===== config.mk =====
export PLATFORM = sky130hd
export DESIGN_NAME = button_press_duration_classifier_unit
export DESIGN_NICKNAME = d
export VERILOG_FILES = /design/src/rtl/core/bpdc_pkg.sv /design/src/rtl/core/button_press_duration_classifier_unit.sv /design/src/rtl/core/bpdc_press_fsm.sv /design/src/rtl/core/bpdc_indicator.sv
export SDC_FILE = /design/constraint.sdc
export NUM_CORES = 1
export LEC_CHECK = 0
export BUFFER_PORTS_ARGS = -buffer_cell sky130_fd_sc_hd__buf_2
export CORE_MARGIN = 4
export CORE_UTILIZATION = 30
export DETAILED_ROUTE_END_ITERATION = 16
export REMOVE_ABC_BUFFERS = 1
export SLEW_MARGIN = 20
export SYNTH_ARGS = -nofsm -noshare
export SYNTH_HDL_FRONTEND = slang
export SYNTH_HIERARCHICAL = 1
export SYNTH_SLANG_ARGS = --single-unit

===== constraint.sdc =====
create_clock -name clk -period 10.9 [get_ports clk]
set_input_delay 0 -clock clk [delete_from_list [all_inputs] [get_ports clk]]
set_output_delay 0 -clock clk [all_outputs]
set_load 0.02 [all_outputs]

===== src/rtl/core/bpdc_pkg.sv =====
package bpdc_pkg;

	localparam int unsigned TIME_W = 32;
	localparam int unsigned CFG_W = 16;
	localparam int unsigned CFG_IDX_W = 2;

	localparam logic [CFG_IDX_W-1:0] REG_DEBOUNCE_TIME = 2'd0;
	localparam logic [CFG_IDX_W-1:0] REG_SHORT_LIMIT = 2'd1;
	localparam logic [CFG_IDX_W-1:0] REG_INDICATOR_HOLD = 2'd2;

	localparam logic [CFG_W-1:0] DEBOUNCE_TIME_RST = 16'd50;
	localparam logic [CFG_W-1:0] SHORT_LIMIT_RST = 16'd500;
	localparam logic [CFG_W-1:0] INDICATOR_HOLD_RST = 16'd1000;

	typedef struct packed {
		logic done;
		logic is_short;
	} press_evt_t;

endpackage


===== src/rtl/core/button_press_duration_classifier_unit.sv =====
// An accepted request is held in the sample register, then its result in the result register.
// Throughput: one request per cycle while out_ready does not stall the output; the sample
// and result registers each hold one request, and the state update sets this rate.
// Reset: arst_n clears the press state machine, the indicators, both pipeline
// valid flags and loads the registers with debounce 50, short limit 500, hold 1000.
module button_press_duration_classifier_unit (
	input  logic                                clk,
	input  logic                                arst_n,
	input  logic                                in_valid,
	output logic                                in_ready,
	input  logic [bpdc_pkg::TIME_W-1:0]         time_ms,
	input  logic                                button_low,
	output logic                                out_valid,
	input  logic                                out_ready,
	output logic                                press_done,
	output logic [bpdc_pkg::TIME_W-1:0]         press_length,
	output logic                                press_short,
	output logic                                green_light,
	output logic                                red_light,
	input  logic                                cfg_wen,
	input  logic [bpdc_pkg::CFG_IDX_W-1:0]      cfg_index,
	input  logic [bpdc_pkg::CFG_W-1:0]          cfg_data
);

	logic [bpdc_pkg::CFG_W-1:0]    debounce_time_q, short_limit_q, indicator_hold_q;
	logic                          valid_s1;
	logic [bpdc_pkg::TIME_W-1:0]   time_s1;
	logic                          low_s1;
	logic                          advance;
	bpdc_pkg::press_evt_t          evt;
	logic [bpdc_pkg::TIME_W-1:0]   length;
	logic                          green_next, red_next;
	logic                          out_valid_q;
	logic                          done_q, short_q, green_q, red_q;
	logic [bpdc_pkg::TIME_W-1:0]   length_q;

	assign advance = valid_s1 && (!out_valid_q || out_ready);
	assign in_ready = !valid_s1 || advance;

	always_ff @(posedge clk or negedge arst_n) begin
		if (!arst_n) begin
			debounce_time_q <= bpdc_pkg::DEBOUNCE_TIME_RST;
			short_limit_q <= bpdc_pkg::SHORT_LIMIT_RST;
			indicator_hold_q <= bpdc_pkg::INDICATOR_HOLD_RST;
		end else if (cfg_wen) begin
			case (cfg_index)
				bpdc_pkg::REG_DEBOUNCE_TIME: debounce_time_q <= cfg_data;
				bpdc_pkg::REG_SHORT_LIMIT: short_limit_q <= cfg_data;
				bpdc_pkg::REG_INDICATOR_HOLD: indicator_hold_q <= cfg_data;
				default: begin
				end
			endcase
		end
	end

	always_ff @(posedge clk or negedge arst_n) begin
		if (!arst_n) begin
			valid_s1 <= 1'b0;
		end else if (in_ready) begin
			valid_s1 <= in_valid;
		end
	end

	always_ff @(posedge clk) begin
		if (in_ready && in_valid) begin
			time_s1 <= time_ms;
			low_s1 <= button_low;
		end
	end

	bpdc_press_fsm u_press_fsm (
		.clk           (clk),
		.arst_n        (arst_n),
		.advance       (advance),
		.time_ms       (time_s1),
		.button_low    (low_s1),
		.debounce_time (debounce_time_q),
		.short_limit   (short_limit_q),
		.evt           (evt),
		.press_length  (length)
	);

	bpdc_indicator u_indicator (
		.clk            (clk),
		.arst_n         (arst_n),
		.advance        (advance),
		.time_ms        (time_s1),
		.indicator_hold (indicator_hold_q),
		.evt            (evt),
		.green_next     (green_next),
		.red_next       (red_next)
	);

	always_ff @(posedge clk or negedge arst_n) begin
		if (!arst_n) begin
			out_valid_q <= 1'b0;
		end else if (advance) begin
			out_valid_q <= 1'b1;
		end else if (out_ready) begin
			out_valid_q <= 1'b0;
		end
	end

	always_ff @(posedge clk) begin
		if (advance) begin
			done_q <= evt.done;
			short_q <= evt.is_short;
			length_q <= length;
			green_q <= green_next;
			red_q <= red_next;
		end
	end

	assign out_valid = out_valid_q;
	assign press_done = done_q;
	assign press_length = length_q;
	assign press_short = short_q;
	assign green_light = green_q;
	assign red_light = red_q;

endmodule


===== src/rtl/core/bpdc_press_fsm.sv =====
module bpdc_press_fsm (
	input  logic                           clk,
	input  logic                           arst_n,
	input  logic                           advance,
	input  logic [bpdc_pkg::TIME_W-1:0]    time_ms,
	input  logic                           button_low,
	input  logic [bpdc_pkg::CFG_W-1:0]     debounce_time,
	input  logic [bpdc_pkg::CFG_W-1:0]     short_limit,
	output bpdc_pkg::press_evt_t           evt,
	output logic [bpdc_pkg::TIME_W-1:0]    press_length
);

	typedef enum logic [1:0] {
		PH_IDLE,
		PH_DOWN,
		PH_PRESSED,
		PH_UP
	} phase_t;

	phase_t                        phase_q, phase_d;
	logic [bpdc_pkg::TIME_W-1:0]   settle_start_q, settle_start_d;
	logic [bpdc_pkg::TIME_W-1:0]   press_begin_q, press_begin_d;
	logic [bpdc_pkg::TIME_W-1:0]   press_finish_q, press_finish_d;
	logic [bpdc_pkg::TIME_W-1:0]   elapsed;
	logic [bpdc_pkg::TIME_W-1:0]   length;
	logic                          settled;

	always_comb begin
		elapsed = time_ms - settle_start_q;
		settled = elapsed >= {{(bpdc_pkg::TIME_W-bpdc_pkg::CFG_W){1'b0}}, debounce_time};
		length = press_finish_q - press_begin_q;
		phase_d = phase_q;
		settle_start_d = settle_start_q;
		press_begin_d = press_begin_q;
		press_finish_d = press_finish_q;
		evt = '0;
		press_length = '0;
		case (phase_q)
			PH_IDLE: begin
				if (button_low) begin
					settle_start_d = time_ms;
					phase_d = PH_DOWN;
				end
			end
			PH_DOWN: begin
				if (!button_low) begin
					phase_d = PH_IDLE;
				end else if (settled) begin
					press_begin_d = time_ms;
					phase_d = PH_PRESSED;
				end
			end
			PH_PRESSED: begin
				if (!button_low) begin
					press_finish_d = time_ms;
					settle_start_d = time_ms;
					phase_d = PH_UP;
				end
			end
			PH_UP: begin
				if (button_low) begin
					phase_d = PH_PRESSED;
				end else if (settled) begin
					evt.done = 1'b1;
					evt.is_short = length < {{(bpdc_pkg::TIME_W-bpdc_pkg::CFG_W){1'b0}},
						short_limit};
					press_length = length;
					phase_d = PH_IDLE;
				end
			end
			default: begin
				phase_d = PH_IDLE;
			end
		endcase
	end

	always_ff @(posedge clk or negedge arst_n) begin
		if (!arst_n) begin
			phase_q <= PH_IDLE;
			settle_start_q <= '0;
			press_begin_q <= '0;
			press_finish_q <= '0;
		end else if (advance) begin
			phase_q <= phase_d;
			settle_start_q <= settle_start_d;
			press_begin_q <= press_begin_d;
			press_finish_q <= press_finish_d;
		end
	end

endmodule


===== src/rtl/core/bpdc_indicator.sv =====
module bpdc_indicator (
	input  logic                           clk,
	input  logic                           arst_n,
	input  logic                           advance,
	input  logic [bpdc_pkg::TIME_W-1:0]    time_ms,
	input  logic [bpdc_pkg::CFG_W-1:0]     indicator_hold,
	input  bpdc_pkg::press_evt_t           evt,
	output logic                           green_next,
	output logic                           red_next
);

	logic                          green_armed_q, red_armed_q;
	logic [bpdc_pkg::TIME_W-1:0]   green_off_time_q, red_off_time_q;
	logic [bpdc_pkg::TIME_W-1:0]   off_time_new;
	logic [bpdc_pkg::TIME_W-1:0]   green_diff, red_diff;
	logic                          set_green, set_red, hold_nonzero;

	always_comb begin
		off_time_new = time_ms + {{(bpdc_pkg::TIME_W-bpdc_pkg::CFG_W){1'b0}}, indicator_hold};
		hold_nonzero = indicator_hold != '0;
		set_green = evt.done && evt.is_short;
		set_red = evt.done && !evt.is_short;
		green_diff = time_ms - green_off_time_q;
		red_diff = time_ms - red_off_time_q;
		// A light set on this sample expires at once only when the hold time is zero.
		if (set_green) begin
			green_next = hold_nonzero;
		end else begin
			green_next = green_armed_q && green_diff[bpdc_pkg::TIME_W-1];
		end
		if (set_red) begin
			red_next = hold_nonzero;
		end else begin
			red_next = red_armed_q && red_diff[bpdc_pkg::TIME_W-1];
		end
	end

	always_ff @(posedge clk or negedge arst_n) begin
		if (!arst_n) begin
			green_armed_q <= 1'b0;
			red_armed_q <= 1'b0;
			green_off_time_q <= '0;
			red_off_time_q <= '0;
		end else if (advance) begin
			green_armed_q <= green_next;
			red_armed_q <= red_next;
			if (set_green) begin
				green_off_time_q <= off_time_new;
			end
			if (set_red) begin
				red_off_time_q <= off_time_new;
			end
		end
	end

endmodule

==> flow_metrics.env, run 1 <==
export IMPL_status="completed"
export IMPL_crit_type="register to register"
export IMPL_die_h_um=252.7
export IMPL_maxSlewViolCount=0
export IMPL_cp_required_ns=11.35
export IMPL_synth_distinct_cells=89
export IMPL_critPathTopFamily="simple AND/OR/NAND/NOR gates"
export IMPL_synth_area_per_cell_sq_um=10.01
export IMPL_antenna_found_initial=0
export IMPL_final_cells=2728
export IMPL_min_delay_path_class="input port to register"
export IMPL_vias=13560
export IMPL_start_kind="register"
export IMPL_synth_top_flop_cell="dfrtp_1"
export IMPL_cts_sinks=283
export IMPL_rsz0062_at_grt="false"
export IMPL_fp_row_count=89
export IMPL_synth_edf_count=69
export IMPL_io_buffers=93
export IMPL_maxCapViolCount=0
export IMPL_crit_buf_inv=3
export IMPL_dp_cells=2610
export IMPL_fin_skew_ns=0.01185
export IMPL_async_flop_share=0.7562
export IMPL_dp_hpwl_um=35150
export IMPL_cts_tree="built"
export IMPL_gp_routability_congestion=0.9064
export IMPL_viasPerCell=4.971
export IMPL_layout_commonest_cell="dfrtp_1"
export IMPL_critical_path_max_fanout=63
export IMPL_hold_violations=0
export IMPL_drc_errors=0
export IMPL_setup_ws_ns=4.063
export IMPL_pin_count=94
export IMPL_tightest_slew_ns=0.9583
export IMPL_mostFrequentLayoutCells="dfrtp_1, nand2_1, inv_1"
export IMPL_dp_slack_ns=4.089
export IMPL_synth_cells=1795
export IMPL_drtIter0Drc=851
export IMPL_first_pass_iters=5
export IMPL_grt_max_degree=83
export IMPL_tns_ns=0
export IMPL_finalCritPeriodShare=0.6273
export IMPL_yosysWarnings=6
export IMPL_cts_root_buf="clkbuf_16"
export IMPL_fin_total_pwr_mw=5.773
export IMPL_max_clock_freq_mhz=146.3
export IMPL_slowest_stage="nand2_1"
export IMPL_floorplan_die_area_sq_mm=0.06384
export IMPL_drive_gt1_frac=0.1689
export IMPL_final_antenna_net_count=0
export IMPL_layout_min_cycle_time_ns=6.837
export IMPL_p_leak_nw=9.176
export IMPL_setup_viol=0
export IMPL_cts_buffers=31
export IMPL_worstPathArrival_ns=7.29
export IMPL_overflow=0
export IMPL_cts_resized=0
export IMPL_grt_first_pass_wirelength_um=74760
export IMPL_initial_core_util=0.3037
export IMPL_path_clk_slew_ns=0.06
export IMPL_synth_seq_cells=283
export IMPL_fin_hold_ws_ns=0.05397
export IMPL_power_density_mw_per_mm2=277.7
export IMPL_worstSkewPairLatency_ns=0.57
export IMPL_drt_total_wl_um=45920
export IMPL_cp_slowest_stage_delay_ns=0.65
export IMPL_num_nets_final=2158
export IMPL_netlist_area_sq_mm=0.01796
export IMPL_cts_htree_levels=1
export IMPL_core_sq_mm=0.05913
export IMPL_vdd_drop_max_uv=117.2
export IMPL_max_slew_margin=0.3552
export IMPL_die_w_um=252.7
export IMPL_grtUsageTotal=0.1429
export IMPL_routedWlPerCell_um=16.83
export IMPL_cp_end_kind="register"
export IMPL_grt_pass1_vias=13890
export IMPL_syn2layout_area_growth_pct=15.73
export IMPL_ys_seq_area_frac=0.4146
export IMPL_clock_path_buffers=3
## worst register-to-register path, delay by kind of cell, from the launching register on
| kind | cells | cell delay (ns) |
|---|---|---|
| adders and majority gates | 3 | 0.91 |
| DFF | 1 | 0.48 |
| buffers and inverters | 3 | 0.77 |
| and+or+nand+nor | 10 | 2.28 |
| muxes | 1 | 0.45 |
| xor gates and xnor gates | 1 | 0.16 |
| AOI/OAI and AO/OA | 10 | 1.69 |
## registers in the layout (all words and copies together), names as in the netlist, named ones only
signal and flops:
green_light 1, u_indicator/red_armed_q 1, red_light 1, press_length 32, debounce_time_q 16, valid_s1 1
press_short 1, u_press_fsm/settle_start_q 32, u_press_fsm/phase_q 1, u_indicator/red_off_time_q 32, press_done 1, short_limit_q 16
u_indicator/green_armed_q 1, indicator_hold_q 16, u_press_fsm/press_finish_q 32, low_s1 1, time_s1 32, out_valid 1
u_indicator/green_off_time_q 32, u_press_fsm/press_begin_q 32
## worst paths after layout
path,to,from,cells past startpoint,slack (ns)
setup / recovery,u_indicator/red_off_time_q[1],time_s1[0],28,4.06
hold / removal,debounce_time_q[7],cfg_wen,3,0.05
setup reg to reg,u_indicator/red_off_time_q[1],time_s1[0],28,4.06
hold reg to reg,u_indicator/red_off_time_q[7],u_indicator/red_off_time_q[7],2,0.48
max in group asynchronous,u_press_fsm/press_finish_q[23],arst_n,5,8.96
min in group asynchronous,u_indicator/green_off_time_q[5],arst_n,4,0.52
## final cells by class
cell class	count	area, sq um
fill	5904	38350
multi-input combinational	1271	9513
sequential	283	7446
timing repair buffer	162	1167
tap	773	967.2
clock buffer	45	889.6
inverter	181	679.4
clock inverter	12	120.1
antenna	1	2.502
## report_power, final
| group | total [mW] | internal [mW] | switching [mW] |
|---|---|---|---|
| Clock | 1.04 | 0.612 | 0.430 |
| Combinational | 3.15 | 1.32 | 1.83 |
| Sequential | 1.58 | 1.41 | 0.172 |
## per-layer routing
layer | vias to the layer above | GRT usage | wire length [um]
met3 | 72 | 0.01698 | 1719
met2 | 254 | 0.2470 | 21990
met4 | 0 | 0.04136 | 1143
li1 | 6673 | - | -
met5 | - | 0 | 0
met1 | 6561 | 0.1891 | 21070
## what timing repair did
action,CTS,global route
endpoints found under the hold margin,136,0
hold buffers,60,0
setup endpoints to repair,0,0
setup buffers,0,0
## synthesized netlist by cell type, types with 5 or more instances
cell type  instances  share of area
a21oi_2            8         0.0039
nor2b_1           20         0.0070
and3_1            37          0.013
nor3_1            11         0.0031
o21ai_0          120          0.033
a211oi_1           7         0.0029
o21bai_1          14         0.0059
mux2i_1            8         0.0045
o21ai_1           43          0.012
a31oi_1            6         0.0021
buf_2              8         0.0022
a21o_1            28          0.012
o211ai_2           5         0.0035
or3_1              5         0.0017
inv_1            181          0.038
mux2_4            29          0.024
xnor2_1           37          0.018
and2_1            10         0.0035
ha_1             169           0.12
edfxtp_1          69           0.12
o21a_1            15         0.0063
a2111oi_0          5         0.0024
dfrtp_1          199           0.28
nand3_1           32         0.0089
and4_1             9         0.0044
o31ai_1            6         0.0025
o211ai_1          21         0.0088
clkbuf_1          40         0.0084
nand2b_1          14         0.0049
dfstp_2           15          0.022
nand4_1           17         0.0059
nor2_1            71          0.015
o2111ai_1         10         0.0049
mux2_2            86          0.054
xor2_1            33          0.016
a211o_1            6         0.0029
nor4_1             9         0.0031
a21oi_1          109          0.030
nand2_1          189          0.040
## cell families after synthesis
family,Yosys count,synth area share
AO/OA/AOI/OAI,453,0.1655
buffers and inverters,241,0.05629
XOR/XNOR,70,0.03414
multiplexers,125,0.08388
flip-flops,283,0.4146
AND/OR/NAND/NOR,451,0.1246
adder cells (fa/ha/maj),172,0.1211
## metrics by stage
stage	cell area, sq um	utilization
4_1_cts	20770	0.3513
6_report	20780	0.3515
3_3_place_gp	19150	0.3238
3_5_place_dp	19150	0.3238
2_1_floorplan	17630	-
5_1_grt	20780	0.3515
Power figures use the tool's default switching activity.
==> inputs of run 2 (changes only) <==
==> constraint.sdc (replaced) <==
create_clock -name clk -period 7.17 [get_ports clk]
set_input_delay 0 -clock clk [delete_from_list [all_inputs] [get_ports clk]]
set_output_delay 0 -clock clk [all_outputs]
set_load 0.02 [all_outputs]
==> flow_metrics.env, run 2 (synthesis results as in run 1) <==
export IMPL_grtUsageTotal=0.1446
export IMPL_dp_hpwl_um=35400
export IMPL_tns_ns=0
export IMPL_cts_htree_levels=2
export IMPL_status="completed"
export IMPL_io_buffers=93
export IMPL_hold_violations=0
export IMPL_first_pass_iters=5
export IMPL_cts_tree="built"
export IMPL_overflow=0
export IMPL_antenna_found_initial=0
export IMPL_cts_setup_buffers=0
export IMPL_cp_required_ns=7.58
export IMPL_finalCritPeriodShare=0.8707
export IMPL_min_delay_path_class="input port to asynchronous set/reset pin"
export IMPL_max_clock_freq_mhz=160.2
export IMPL_wl_met1_um=21670
export IMPL_die_h_um=252.7
export IMPL_syn2layout_area_growth_pct=16.59
export IMPL_vdd_drop_max_uv=146.8
export IMPL_tightest_slew_ns=0.8929
export IMPL_initial_core_util=0.3037
export IMPL_mostFrequentLayoutCells="dfrtp_1, nand2_1, inv_1"
export IMPL_rsz0062_at_grt="false"
export IMPL_final_antenna_net_count=0
export IMPL_pin_count=94
export IMPL_die_w_um=252.7
export IMPL_wl_met3_um=1585
export IMPL_dr_wl_met2_um=21950
export IMPL_drtIter0Drc=959
export IMPL_fp_row_count=89
export IMPL_grt_pass1_vias=13840
export IMPL_vias=13650
export IMPL_worstPathArrival_ns=6.66
export IMPL_grt_max_degree=89
export IMPL_setup_viol=0
export IMPL_drive_gt1_frac=0.1736
export IMPL_cts_sinks=283
export IMPL_r2r_cells=26
export IMPL_drt_total_wl_um=46490
export IMPL_critical_path_max_fanout=41
export IMPL_fin_skew_ns=0.02279
export IMPL_r2r_slack_ns=0.93
export IMPL_power_density_mw_per_mm2=432.0
export IMPL_maxCapViolCount=0
export IMPL_cts_root_buf="clkbuf_16"
export IMPL_cts_buffers=34
export IMPL_final_core_util=0.3541
export IMPL_layout_commonest_cell="dfrtp_1"
export IMPL_floorplan_die_area_sq_mm=0.06384
export IMPL_core_sq_mm=0.05913
export IMPL_cp_end_kind="register"
export IMPL_reg2reg_to="u_indicator/red_off_time_q[26]"
export IMPL_crit_type="register to register"
export IMPL_p_leak_nw=9.253
export IMPL_num_nets_final=2162
export IMPL_cts_resized=0
export IMPL_clock_path_buffers=3
export IMPL_start_kind="register"
export IMPL_max_slew_margin=0.4047
export IMPL_dr_max_layer_used="met4"
export IMPL_drc_errors=0
export IMPL_maxSlewViolCount=0
export IMPL_routedWlPerCell_um=17.00
export IMPL_grt_first_pass_wirelength_um=74510
export IMPL_rr_startpoint="time_s1[1]"
export IMPL_worstSkewPairLatency_ns=0.54
export IMPL_path_clk_slew_ns=0.06
export IMPL_gp_routability_congestion=0.9069
export IMPL_layout_min_cycle_time_ns=6.243
export IMPL_viasPerCell=4.993
run 2: cell types whose count changed in the layout (fill, tap and decap cells not counted):
cell	change
buf_4	+8
bufinv_16	+2
diode_2	+1
clkinv_1	+1
clkbuf_16	+5
clkbuf_1	-2
clkbuf_8	+1
buf_6	-2
clkinv_2	-3
dlygate4sd3_1	-4
buf_16	-1
clkinvlp_4	+1
inv_4	-1
run 2: final cells by class:
| type | count | area [sq um] |
|---|---|---|
| Sequential cell | 283 | 7446 |
| Tap cell | 773 | 967.2 |
| Timing Repair Buffer | 163 | 1137 |
| Clock inverter | 12 | 170.2 |
| Fill cell | 5935 | 38190 |
| Clock buffer | 49 | 1021 |
| Multi-Input combinational cell | 1271 | 9513 |
| Antenna cell | 2 | 5.005 |
| Inverter | 181 | 679.4 |
run 2: worst max-delay path: stages (launching register included):
cell and delay [ns]:
edfxtp_1 0.60, inv_1 0.18, fa_1 0.48, nor2b_1 0.19, o211ai_2 0.18, nand2b_1 0.12, a21oi_1 0.10, nor2b_1 0.12
o21ai_0 0.08, nand2b_1 0.12, xor2_1 0.19, ha_1 0.27, and4_1 0.20, a221oi_1 0.45, a211oi_1 0.19, nand4b_1 0.23
o21bai_2 0.23, nor4_4 0.30, a41oi_4 0.25, nand4_1 0.17, nor4_1 0.06, buf_4 0.17, nor2b_1 0.22, nand2_2 0.45
buf_4 0.39, nand2_1 0.08, o21ai_1 0.06
run 2: worst max-delay path by stage:
stage,start,end,slack [ns],depth (start not counted)
2_1_floorplan,time_s1[0],u_indicator/green_off_time_q[0],1.17,26
3_3_place_gp,time_s1[1],u_indicator/red_off_time_q[23],1.04,26
3_5_place_dp,time_s1[1],u_indicator/red_off_time_q[26],0.96,26
4_1_cts,time_s1[1],u_indicator/red_off_time_q[26],0.90,26
5_1_grt,time_s1[1],u_indicator/red_off_time_q[26],0.54,29
6_report,time_s1[1],u_indicator/red_off_time_q[26],0.93,26
run 2: timing repair:
item                       in CTS  in global routing
setup endpoints to repair       0                  0
hold buffers                   55                  0
hold endpoints to repair      169                  0
run 2: where the power goes:
| part | total (mW) | switching (mW) | internal (mW) |
|---|---|---|---|
| sequential | 2.41 | 0.265 | 2.14 |
| clock | 1.83 | 0.690 | 1.14 |
| combinational | 4.81 | 2.81 | 2.00 |
run 2: per-stage QoR:
stage          cells  worst slack (ns)  area, sq um  total power, mW  hold WS, ns
4_1_cts         2732            0.9018        20930            9.102      0.09270
5_1_grt         2732            0.5356        20930            9.796       0.1447
2_1_floorplan   1735             1.167        17630            5.968      -0.2956
6_report        2734            0.9273        20940            9.046      0.07452
3_3_place_gp    2616             1.036        19190            7.068       0.1055
3_5_place_dp    2616            0.9618        19190            7.186       0.1227
run 2: metal layers:
layer,vias to the layer above,global-route usage
li1,6702,-
met1,6599,0.1922
met2,270,0.2451
met3,79,0.02151
met4,0,0.04279
met5,-,0
